## src/rtl/cle_pkg.sv

```systemverilog
package cle_pkg;

    // default sizes and field widths
    localparam int LINE_MAX_DEF = 63;
    localparam int LEN_W        = 6;
    localparam int CHAR_W       = 8;
    localparam int CMD_DEPTH    = 2;
    localparam logic [LEN_W-1:0] CAP_RESET = 6'd63;

    // character codes
    localparam logic [CHAR_W-1:0] CH_LF    = 8'h0A;
    localparam logic [CHAR_W-1:0] CH_CR    = 8'h0D;
    localparam logic [CHAR_W-1:0] CH_BS    = 8'h08;
    localparam logic [CHAR_W-1:0] CH_DEL   = 8'h7F;
    localparam logic [CHAR_W-1:0] CH_ESC   = 8'h1B;
    localparam logic [CHAR_W-1:0] CH_SPACE = 8'h20;

    // result kinds
    typedef enum logic [1:0] {
        KIND_ECHO  = 2'd0,
        KIND_ERASE = 2'd1,
        KIND_CHAR  = 2'd2,
        KIND_END   = 2'd3
    } kind_t;

    // classified operations handed from front to back
    typedef enum logic [1:0] {
        OP_PRINT = 2'd0,
        OP_ERASE = 2'd1,
        OP_CLEAR = 2'd2,
        OP_ENTER = 2'd3
    } op_t;

    typedef struct packed {
        op_t               op;
        logic [CHAR_W-1:0] ch;
    } cmd_t;

    typedef struct packed {
        logic valid;
        cmd_t cmd;
    } cmd_link_t;

    // back-end sequencer states
    typedef enum logic [1:0] {
        BS_IDLE  = 2'd0,
        BS_FETCH = 2'd1,
        BS_EMIT  = 2'd2,
        BS_END   = 2'd3
    } back_state_t;

endpackage

```

## src/rtl/cooked_line_editor_unit.sv

```systemverilog
// a result passes through the command queue and then the result register before it is on the ports
// printable, erase and escape are handled without the back end leaving idle
// enter on a non-empty line reads it out through the registered store read, a fetch and an emit per char
// the 2-entry command queue keeps taking beats while the back end is busy, until it is full
// reset: queue, line length, sequencer state and result valid cleared, capacity back to 63,
// line store contents left as they are
module cooked_line_editor_unit
    import cle_pkg::*;
#(
    parameter int LINE_MAX = LINE_MAX_DEF
)
(
    input  logic              clk,
    input  logic              rst_n,
    input  logic              push,
    output logic              full,
    input  logic [CHAR_W-1:0] char_in,
    input  logic              cfg_we,
    input  logic [LEN_W-1:0]  cfg_data,
    output logic              empty,
    input  logic              pop,
    output logic [1:0]        kind,
    output logic [CHAR_W-1:0] char_out,
    output logic [LEN_W-1:0]  erase_count,
    output logic [LEN_W-1:0]  line_length,
    output logic              last
);

    cmd_link_t cmd_link;
    logic      cmd_take;

    // classify and queue incoming beats
    cle_front u_front (
        .clk      (clk),
        .rst_n    (rst_n),
        .push     (push),
        .char_in  (char_in),
        .full     (full),
        .cmd_link (cmd_link),
        .cmd_take (cmd_take)
    );

    // line store and result sequencing
    cle_back #(
        .LINE_MAX (LINE_MAX)
    ) u_back (
        .clk         (clk),
        .rst_n       (rst_n),
        .cfg_we      (cfg_we),
        .cfg_data    (cfg_data),
        .cmd_link    (cmd_link),
        .cmd_take    (cmd_take),
        .pop         (pop),
        .empty       (empty),
        .kind        (kind),
        .char_out    (char_out),
        .erase_count (erase_count),
        .line_length (line_length),
        .last        (last)
    );

endmodule

```

## src/rtl/cle_front.sv

```systemverilog
module cle_front
    import cle_pkg::*;
(
    input  logic              clk,
    input  logic              rst_n,
    input  logic              push,
    input  logic [CHAR_W-1:0] char_in,
    output logic              full,
    output cmd_link_t         cmd_link,
    input  logic              cmd_take
);

    localparam int PTR_W = (CMD_DEPTH > 1) ? $clog2(CMD_DEPTH) : 1;
    localparam int CNT_W = $clog2(CMD_DEPTH + 1);

    cmd_t             q_reg [CMD_DEPTH];
    logic [PTR_W-1:0] wr_ptr_reg;
    logic [PTR_W-1:0] wr_ptr_next;
    logic [PTR_W-1:0] rd_ptr_reg;
    logic [PTR_W-1:0] rd_ptr_next;
    logic [CNT_W-1:0] count_reg;
    logic [CNT_W-1:0] count_next;

    logic is_print;
    logic is_erase;
    logic is_clear;
    logic is_enter;
    logic keep;
    logic enq;
    logic deq;
    cmd_t new_cmd;

    // classify the incoming byte, everything else is dropped here
    always_comb
    begin
        is_print = (char_in >= CH_SPACE) && (char_in < CH_DEL);
        is_erase = (char_in == CH_BS) || (char_in == CH_DEL);
        is_clear = (char_in == CH_ESC);
        is_enter = (char_in == CH_LF) || (char_in == CH_CR);
        keep     = is_print || is_erase || is_clear || is_enter;
        new_cmd.ch = char_in;
        if (is_enter)
        begin
            new_cmd.op = OP_ENTER;
        end
        else if (is_erase)
        begin
            new_cmd.op = OP_ERASE;
        end
        else if (is_clear)
        begin
            new_cmd.op = OP_CLEAR;
        end
        else
        begin
            new_cmd.op = OP_PRINT;
        end
    end

    // command queue control
    always_comb
    begin
        full        = (count_reg == CNT_W'(CMD_DEPTH));
        enq         = push && !full && keep;
        deq         = cmd_take && (count_reg != '0);
        wr_ptr_next = enq ? wr_ptr_reg + PTR_W'(1) : wr_ptr_reg;
        rd_ptr_next = deq ? rd_ptr_reg + PTR_W'(1) : rd_ptr_reg;
        count_next  = count_reg + CNT_W'(enq) - CNT_W'(deq);
        cmd_link.valid = (count_reg != '0);
        cmd_link.cmd   = q_reg[rd_ptr_reg];
    end

    always_ff @(posedge clk or negedge rst_n)
    begin
        if (!rst_n)
        begin
            wr_ptr_reg <= '0;
            rd_ptr_reg <= '0;
            count_reg  <= '0;
        end
        else
        begin
            wr_ptr_reg <= wr_ptr_next;
            rd_ptr_reg <= rd_ptr_next;
            count_reg  <= count_next;
        end
    end

    // queue storage
    always_ff @(posedge clk)
    begin
        if (enq)
        begin
            q_reg[wr_ptr_reg] <= new_cmd;
        end
    end

endmodule

```

## src/rtl/cle_back.sv

```systemverilog
module cle_back
    import cle_pkg::*;
#(
    parameter int LINE_MAX = LINE_MAX_DEF
)
(
    input  logic              clk,
    input  logic              rst_n,
    input  logic              cfg_we,
    input  logic [LEN_W-1:0]  cfg_data,
    input  cmd_link_t         cmd_link,
    output logic              cmd_take,
    input  logic              pop,
    output logic              empty,
    output logic [1:0]        kind,
    output logic [CHAR_W-1:0] char_out,
    output logic [LEN_W-1:0]  erase_count,
    output logic [LEN_W-1:0]  line_length,
    output logic              last
);

    localparam int IDX_W = (LINE_MAX > 1) ? $clog2(LINE_MAX) : 1;
    localparam logic [LEN_W-1:0] MAX_LEN = LEN_W'(LINE_MAX);

    logic [CHAR_W-1:0] line_mem [LINE_MAX];
    logic [CHAR_W-1:0] rd_data_reg;

    logic [LEN_W-1:0]  cap_reg;
    logic [LEN_W-1:0]  len_reg;
    logic [LEN_W-1:0]  len_next;
    logic [LEN_W-1:0]  rd_idx_reg;
    logic [LEN_W-1:0]  rd_idx_next;
    back_state_t       state_reg;
    back_state_t       state_next;

    logic              out_valid_reg;
    logic              out_valid_next;
    kind_t             out_kind_reg;
    kind_t             out_kind_next;
    logic [CHAR_W-1:0] out_char_reg;
    logic [CHAR_W-1:0] out_char_next;
    logic [LEN_W-1:0]  out_erase_reg;
    logic [LEN_W-1:0]  out_erase_next;
    logic [LEN_W-1:0]  out_len_reg;
    logic [LEN_W-1:0]  out_len_next;
    logic              out_last_reg;
    logic              out_last_next;

    logic [LEN_W-1:0]  cap_eff;
    logic              slot_free;
    logic              load;
    logic              mem_we;
    logic              mem_re;

    // sequencer: one command per cycle while idle and the result slot is free, enter reads the line out
    always_comb
    begin
        cap_eff        = (cap_reg < MAX_LEN) ? cap_reg : MAX_LEN;
        slot_free      = !out_valid_reg || pop;
        state_next     = state_reg;
        len_next       = len_reg;
        rd_idx_next    = rd_idx_reg;
        cmd_take       = 1'b0;
        load           = 1'b0;
        mem_we         = 1'b0;
        mem_re         = 1'b0;
        out_kind_next  = KIND_ECHO;
        out_char_next  = '0;
        out_erase_next = '0;
        out_len_next   = '0;
        out_last_next  = 1'b1;
        case (state_reg)
            BS_IDLE:
            begin
                if (cmd_link.valid && slot_free)
                begin
                    cmd_take = 1'b1;
                    case (cmd_link.cmd.op)
                        OP_PRINT:
                        begin
                            if (len_reg < cap_eff)
                            begin
                                mem_we        = 1'b1;
                                load          = 1'b1;
                                out_kind_next = KIND_ECHO;
                                out_char_next = cmd_link.cmd.ch;
                                len_next      = len_reg + LEN_W'(1);
                            end
                        end
                        OP_ERASE:
                        begin
                            if (len_reg != '0)
                            begin
                                load           = 1'b1;
                                out_kind_next  = KIND_ERASE;
                                out_erase_next = LEN_W'(1);
                                len_next       = len_reg - LEN_W'(1);
                            end
                        end
                        OP_CLEAR:
                        begin
                            if (len_reg != '0)
                            begin
                                load           = 1'b1;
                                out_kind_next  = KIND_ERASE;
                                out_erase_next = len_reg;
                                len_next       = '0;
                            end
                        end
                        OP_ENTER:
                        begin
                            if (len_reg == '0)
                            begin
                                load          = 1'b1;
                                out_kind_next = KIND_END;
                            end
                            else
                            begin
                                rd_idx_next = '0;
                                state_next  = BS_FETCH;
                            end
                        end
                        default:
                        begin
                            cmd_take = 1'b1;
                        end
                    endcase
                end
            end
            BS_FETCH:
            begin
                mem_re     = 1'b1;
                state_next = BS_EMIT;
            end
            BS_EMIT:
            begin
                if (slot_free)
                begin
                    load          = 1'b1;
                    out_kind_next = KIND_CHAR;
                    out_char_next = rd_data_reg;
                    out_last_next = 1'b0;
                    rd_idx_next   = rd_idx_reg + LEN_W'(1);
                    if (rd_idx_reg + LEN_W'(1) == len_reg)
                    begin
                        state_next = BS_END;
                    end
                    else
                    begin
                        state_next = BS_FETCH;
                    end
                end
            end
            BS_END:
            begin
                if (slot_free)
                begin
                    load          = 1'b1;
                    out_kind_next = KIND_END;
                    out_len_next  = len_reg;
                    len_next      = '0;
                    state_next    = BS_IDLE;
                end
            end
            default:
            begin
                state_next = BS_IDLE;
            end
        endcase
        if (load)
        begin
            out_valid_next = 1'b1;
        end
        else if (pop)
        begin
            out_valid_next = 1'b0;
        end
        else
        begin
            out_valid_next = out_valid_reg;
        end
    end

    // control registers
    always_ff @(posedge clk or negedge rst_n)
    begin
        if (!rst_n)
        begin
            state_reg     <= BS_IDLE;
            len_reg       <= '0;
            rd_idx_reg    <= '0;
            cap_reg       <= CAP_RESET;
            out_valid_reg <= 1'b0;
        end
        else
        begin
            state_reg     <= state_next;
            len_reg       <= len_next;
            rd_idx_reg    <= rd_idx_next;
            out_valid_reg <= out_valid_next;
            if (cfg_we)
            begin
                cap_reg <= cfg_data;
            end
        end
    end

    // result register payload
    always_ff @(posedge clk)
    begin
        if (load)
        begin
            out_kind_reg  <= out_kind_next;
            out_char_reg  <= out_char_next;
            out_erase_reg <= out_erase_next;
            out_len_reg   <= out_len_next;
            out_last_reg  <= out_last_next;
        end
    end

    // line store, registered read
    always_ff @(posedge clk)
    begin
        if (mem_we)
        begin
            line_mem[len_reg[IDX_W-1:0]] <= cmd_link.cmd.ch;
        end
        if (mem_re)
        begin
            rd_data_reg <= line_mem[rd_idx_reg[IDX_W-1:0]];
        end
    end

    assign empty       = !out_valid_reg;
    assign kind        = out_kind_reg;
    assign char_out    = out_char_reg;
    assign erase_count = out_erase_reg;
    assign line_length = out_len_reg;
    assign last        = out_last_reg;

    // checks
    a_len_bound: assert property (@(posedge clk) disable iff (!rst_n)
        len_reg <= MAX_LEN)
        else $error("line length beyond store depth");

    a_result_held: assert property (@(posedge clk) disable iff (!rst_n)
        out_valid_reg && !pop |=> out_valid_reg && $stable(out_kind_reg)
            && $stable(out_char_reg) && $stable(out_len_reg))
        else $error("waiting result changed before pop");

    a_read_in_line: assert property (@(posedge clk) disable iff (!rst_n)
        (state_reg == BS_FETCH || state_reg == BS_EMIT) |-> rd_idx_reg < len_reg)
        else $error("line readout past stored length");

    a_no_take_busy: assert property (@(posedge clk) disable iff (!rst_n)
        state_reg != BS_IDLE |-> !cmd_take)
        else $error("command taken during line readout");

endmodule

```

## config.mk

```make
export PLATFORM = sky130hd
export DESIGN_NAME = cooked_line_editor_unit
export DESIGN_NICKNAME = d
export VERILOG_FILES = /design/src/rtl/cle_pkg.sv /design/src/rtl/cooked_line_editor_unit.sv /design/src/rtl/cle_front.sv /design/src/rtl/cle_back.sv
export SDC_FILE = /design/constraint.sdc
export NUM_CORES = 1
export LEC_CHECK = 0
export CAP_MARGIN = 20
export CORE_MARGIN = 2
export CORE_UTILIZATION = 50
export CTS_CLUSTER_SIZE = 30
export DETAILED_ROUTE_END_ITERATION = 8
export DONT_BUFFER_PORTS = 1
export PLACE_DENSITY_LB_ADDON = 0.25
export RECOVER_POWER = 50
export SLEW_MARGIN = 0
export SYNTH_ARGS = -nofsm -noshare
export SYNTH_HDL_FRONTEND = slang
export SYNTH_SLANG_ARGS = --single-unit
```

## constraint.sdc

```tcl
create_clock -name clk -period 8.5 [get_ports clk]
set_input_delay 1.7 -clock clk [delete_from_list [all_inputs] [get_ports clk]]
set_output_delay 1.7 -clock clk [all_outputs]
set_load 0.05 [all_outputs]
```

Yosys cells after proc, flatten, opt, wreduce, memory -nomap -nowiden. Memory sizes are Yosys's and may differ from the RTL's. A register that Yosys moved wholly into a read port is not among the register bits. Cells that the tools add are included.

Register bits after elaboration: 48. Latch bits: 0. Bits in writable memories: 524. Bits in read-only memories: 0. Output and inout port bits: 25. Memories: 2.

$add $sub $neg: 7. Multiply operators: 0. Div/mod/pow operators: 0. $lt $le $gt $ge: 4. Equality and inequality tests: 22. Shift operators: 0. Mux-type cells: 58. Bitwise operators: 0. Reduce and logical (&&, ||, !) cells: 28.

Memory list: u_back.line_mem (depth 63, width 8, rd ports 1, clocked after Yosys merged registers in 1, write ports 1, RTL line cle_back.sv:25) `logic [CHAR_W-1:0] line_mem [LINE_MAX];`; u_front.q_reg (depth 2, width 10, rd ports 1, clocked after Yosys merged registers in 0, write ports 1, RTL line cle_front.sv:16) `cmd_t q_reg [CMD_DEPTH];`.

Operators by type and width (count): 6-bit two-way mux (11); 6-bit case mux with 2 select lines (3); 8-bit two-way mux (4); 2-bit two-way mux (13); 8-bit by 4-bit == test with 1-bit output, second input constant (3); 1-bit two-way mux (20); 6-bit case mux with 3 select lines (1); 8-bit case mux with 2 select lines (1); 6-bit by 1-bit adder with 6-bit output, second input constant (2); 2-bit case mux with 3 select lines (2); 2-bit == test, second input constant (5); 5-bit AND reduction (2); 3-bit by 2-bit inequality test with 1-bit output, second input constant (3); 8-bit by 5-bit == test with 1-bit output, second input constant (1); 8-bit by 7-bit == test with 1-bit output, second input constant (1); 8-bit by 6-bit >= comparator with 1-bit output, second input constant (1); 8-bit by 7-bit less-than comparator with 1-bit output, second input constant (1); 2-bit case mux with 4 select lines (1); 2-bit nonzero test (4); 7-bit AND reduction (1); 6-bit == test (1); 6-bit zero test (1); 1-bit logical OR (6); 6-bit less-than comparator (1); other kinds (17) (30).

Depth between registers and ports, before layout.
Word-level depth: 9. Depth in mapped cells: 11. Gate-level depth less buffers: 10.

Modules after synthesis. From an unflattened synthesis, not the netlist that was laid out.

Cell total of the unflattened synthesis: 1227. Area total of the unflattened synthesis: 23456.2 um2.

Modules (own cells, without submodules): cle_back (times used 1, cells each 1161, area an instance 22417.8 um2, sequential area each 16598.4 um2); cle_front (times used 1, cells each 66, area an instance 1038.5 um2, sequential area each 700.7 um2).

Least setup slack after synthesis. No wires, ideal clock.

Path type: input to register. From: input port pop. To: register u_back.out_char_reg[0] (netlist: u_back.char_out[0]) (enable). Library setup time: 0.403 ns. Data arrival time: 3.297 ns. Required time: 8.097 ns. Setup slack: 4.800 ns. Cell stages on the path: 5. Buffers on the path: 1. Cell sequence: nand2b_1 clkbuf_1 o21ai_0 a21boi_1 nor2_1.

Longest elaborated chain between the ends: 4. Elaborated cells on any way between the ends: 5. Classes of those cells: mux (3); reduce/logical (2).

RTL lines: start: declaration (RTL line cooked_line_editor_unit.sv:21) `input logic pop,`; 1-bit logical OR (*) (RTL line cle_back.sv:59) `slot_free = !out_valid_reg || pop;`; 1-bit logical AND (RTL line cle_back.sv:75) `if (cmd_link.valid && slot_free)`; 1-bit two-way mux (RTL line cle_back.sv:75); 1-bit case mux with 2 select lines (*) (RTL line cle_back.sv:72) `case (state_reg)`; via u_back.load (RTL line cle_back.sv:51) `logic load;`; end signal: assignment (RTL line cle_back.sv:214) `out_char_reg <= out_char_next;`; end: declaration (RTL line cle_back.sv:40) `logic [CHAR_W-1:0] out_char_reg;`.

Mark *: on every way through the listed nets, which the timed path passes. The rest lies on a longest branch. A chain may end at the register's enable or synchronous reset.

Worst setup path in the final report.
From: input port pop. To: memory u_back.line_mem[3][2] (enable).

Longest elaborated chain between the ends: 6.

RTL lines: 1-bit logical OR (RTL line cle_back.sv:59); 1-bit logical AND (RTL line cle_back.sv:75); 1-bit two-way mux (RTL line cle_back.sv:75); 1-bit two-way mux (RTL line cle_back.sv:72); 1-bit two-way mux (RTL line cle_back.sv:224) `if (mem_we)`; 1-bit two-way mux (not written as such) (RTL line cle_back.sv:226) `line_mem[len_reg[IDX_W-1:0]] <= cmd_link.cmd.ch;`; end: declaration (RTL line cle_back.sv:25).

Every way passes these cells.

==> flow_summary_export.csv <==
group,metric,value,unit
floorplanning,ports_placed_on_the_boundary,44,
clock_network,clock_transition_at_the_register_clock_pins_on_the_worst_setup_and_hold_paths_after_cts,0.06,ns
sta,timing.final.hold_violations,0,
worst_setup_path,worst-endpoint-required,8.74,ns
grt,groute.usage.overall,23.06,%
yosys,mappedNetlistNets,1275,
worst_hold_path,hp-class,"reg -> reg",
place,dp.cells,1793,
place,dpl_cell_area,23830,µm²
grt,grt_peak_use_layer,"met2",
floorplanning,num_rows,79,
yosys,synth-async-reset-ratio,4.310,%
yosys,ys.flop_type,"edfxtp_1",
clock_network,number_of_hold_buffers_added_after_cts,0,
layout,largest_register_ffs,504,
layout,final_util,55.79,%
yosys,ys_seq_elements,580,
clock_network,clock_insertion_delay_worst_skew,0.61,ns
yosys,ys.warnings.count,0,
yosys,synth-seq-area-share,74.27,%
worst_setup_path,worst_ep_arrival_time,4.71,ns
detailed_routing,number_of_drc_violations_after_detailed_routing_iteration_0,1422,
clock_network,ctsHtreeMaxLevel,2,
power,share_clk_of_total_power,32.3,%
sta,fin_tns_setup,0,ns
clock_network,clock-root-buffer,"clkbuf_16",
grt,antenna_violations_before_repair,0,
power,internal_power,5.800,mW
floorplanning,dieArea,48330,µm²
status,failed_checks,"capacitance limit, slew limit",
clock_network,cts_num_sinks,580,
worst_setup_path,r2r-start,"u_front.rd_ptr_reg",
floorplanning,die_width,219.8,µm
yosys,synth_cell_type_count,63,
worst_setup_path,reg2reg_depth,2,
sta,report.final.setup_viol,0,
power,p_leak,8.160,nW
layout,area_growth_syn_to_layout,10.80,%
yosys,syn-cell-area,23290,µm²
yosys,number_of_enable_type_register_cells_in_the_synthesized_netlist,555,
layout,drive_gt1_share,17.96,%
power,power_frac_seq,47.6,%
layout,design.final.nets,1286,
sta,worstMarginPinSlew,3.780,ns
place,portBuffers,0,
sta,period_share,52.64,%
sta,clock_skew,0.01358,ns
layout,final_common_cell,"edfxtp_1",
grt,gr_layer_usage_met2,36.90,%
grt,grt_max_degree,115,
power,p_total,8.301,mW
sta,maxSlewViolCount,520,
worst_setup_path,critPathKind,"in -> reg",
place,dp_hpwl,31790,µm
grt,grt_pass1_wl,79980,µm
power,worst_ir_drop_vdd,0.3386,mV
power,power.net_switching,2.501,mW
layout,fin_area,25810,µm²
detailed_routing,routed_wirelength,54470,µm
sta,max_slew_headroom,-152.0,%
worst_setup_path,timing.rr.end,"u_back.line_mem[41][0]",
flow_run,maxCapViolations,8,
status,run_status,"finished, violations left",
floorplanning,core_region_area,46260,µm²
floorplanning,die_height,219.8,µm
grt,grt_pass1_vias,11990,
place,dp_slack,3.506,ns
worst_setup_path,setup.worst_path.end_class,"flop",
clock_network,tritoncts,"yes",
detailed_routing,wire_per_inst,28.69,µm
grt,grt_util_met3,4.444,%
detailed_routing,detail_route.drc_violations,0,
clock_network,clk_path_buf_depth,3,
layout,final-instance-count-excl-fill,1899,
worst_hold_path,holdPathEnd,"u_front.wr_ptr_reg",
power,combinational_group_share_of_total_power,20.1,%
detailed_routing,viasPerCell,6.284,
detailed_routing,ant_nets,0,
layout,final.fill_count,3386,
layout,n_antenna_cell,0,
sta,period_needed,4.474,ns
power,sw_frac_of_total,30.13,%
worst_setup_path,worst_setup_path_start_kind,"input port",
worst_hold_path,worst_hold_path.num_cells,1,
sta,fmax,223.5,MHz
clock_network,cts-resized-gates,0,
layout,regArea,17310,µm²
detailed_routing,detailedRoute.firstPassIterationCount,8,
place,gp_routability_congestion,0.8531,
power,p_per_area,321.6,nW/µm²
layout,most_used_cells_in_the_layout_excluding_fill_and_tap_cells,"edfxtp_1, mux4_2, nor2_1, clkbuf_16, nand2_1",
worst_hold_path,min-delay-start,"u_front.wr_ptr_reg",
grt,global_route.usage.met1,31.38,%
sta,rsz0062_at_grt,"no",
sta,post-route-worst-setup-slack,4.026,ns
clock_network,cts_buffers,56,
clock_network,postCtsSetupRepairBufs,0,
worst_setup_path,critical_path_fanouts_max,12,
yosys,synthesis.area_per_instance,18.88,µm²
floorplanning,start_util,50.35,%
yosys,postSynthCellCount,1234,
grt,gr-total-overflow,0,
detailed_routing,routed-via-count,11930,
sta,hold-worst-slack,0.4955,ns
layout,multiInputGateArea,5542,µm²
worst_setup_path,worst_case_register_to_register_setup_slack,4.05,ns
==> worst max-delay path by stage <==
| stage | startpoint | end | slack [ns] | depth (start not counted) |
|---|---|---|---|---|
| 2_1_floorplan | pop | u_back.char_out[0] | 4.80 | 5 |
| 3_3_place_gp | pop | u_back.line_mem[59][0] | 3.64 | 6 |
| 3_5_place_dp | pop | u_back.line_mem[3][2] | 3.51 | 6 |
| 4_1_cts | pop | u_back.line_mem[3][2] | 4.10 | 6 |
| 5_1_grt | u_front.rd_ptr_reg | u_back.line_mem[8][0] | 3.79 | 2 |
| 6_report | pop | u_back.line_mem[3][2] | 4.03 | 6 |
==> per-layer routing <==
layer | vias up | part of all wire, % | wire [µm]
li1 | 5039 | - | -
met1 | 6183 | 41 | 22250
met2 | 582 | 48 | 26150
met3 | 130 | 7.3 | 3999
met4 | 0 | 3.8 | 2069
met5 | - | 0 | 0
==> kinds of logic after synthesis <==
family                     after synthesis  synth area share (%)
xor gates and xnor gates                17                0.6392
and+or+nand+nor                        209                 4.286
muxes                                  154                 12.60
adders and majority gates               22                 1.214
buffers and inverters                   85                 1.955
AOI/OAI and AO/OA                      167                 5.039
DFF                                    580                 74.27
==> cells in the mapped netlist, types with 8 or more instances <==
library cell / number / area (µm²)
a21oi_1: 23 / 115.1
a22o_1: 21 / 183.9
a211oi_1: 13 / 97.59
clkbuf_1: 25 / 93.84
buf_2: 18 / 90.09
mux4_2: 109 / 2455
inv_1: 22 / 82.58
nor3_1: 10 / 50.05
and3_1: 9 / 56.30
nand3_1: 12 / 60.06
dfrtp_1: 19 / 475.5
xor2_1: 9 / 78.83
mux2i_1: 33 / 330.3
o21ai_0: 34 / 170.2
nor2b_1: 9 / 56.30
edfxtp_1: 555 / 16670
nor2_1: 84 / 315.3
nand2_1: 38 / 142.6
buf_6: 9 / 101.4
ha_1: 21 / 262.8
mux2_2: 11 / 123.9
a22oi_1: 25 / 187.7
xnor2_1: 8 / 70.07
==> worst max-delay path, stage by stage <==
cell      delay [ns]
nand2b_1        0.28
nand3_1         0.21
a2111o_1        0.43
inv_1           0.29
nand4b_1        0.88
nor2_1          0.90
==> power by group through the flow <==
| stage | Clock, mW | Combinational, mW | Sequential [mW] |
|---|---|---|---|
| 6_report | 2.68 | 1.67 | 3.95 |
| 2_1_floorplan | 0 | 1.24 | 3.83 |
| 3_5_place_dp | 0 | 1.68 | 3.97 |
| 5_1_grt | 2.83 | 1.79 | 3.97 |
| 4_1_cts | 2.71 | 1.68 | 3.92 |
| 3_3_place_gp | 0 | 1.66 | 3.97 |
==> final cells by class <==
class                   count  area share, %
well taps                 607          2.943
inverters                  22         0.3200
flip-flops and latches    580          67.05
clock buffers              62          5.599
repair buffers             16         0.4702
clock inverters            43          2.143
multi-input cells         569          21.47
(Power assumes the default switching activity.)
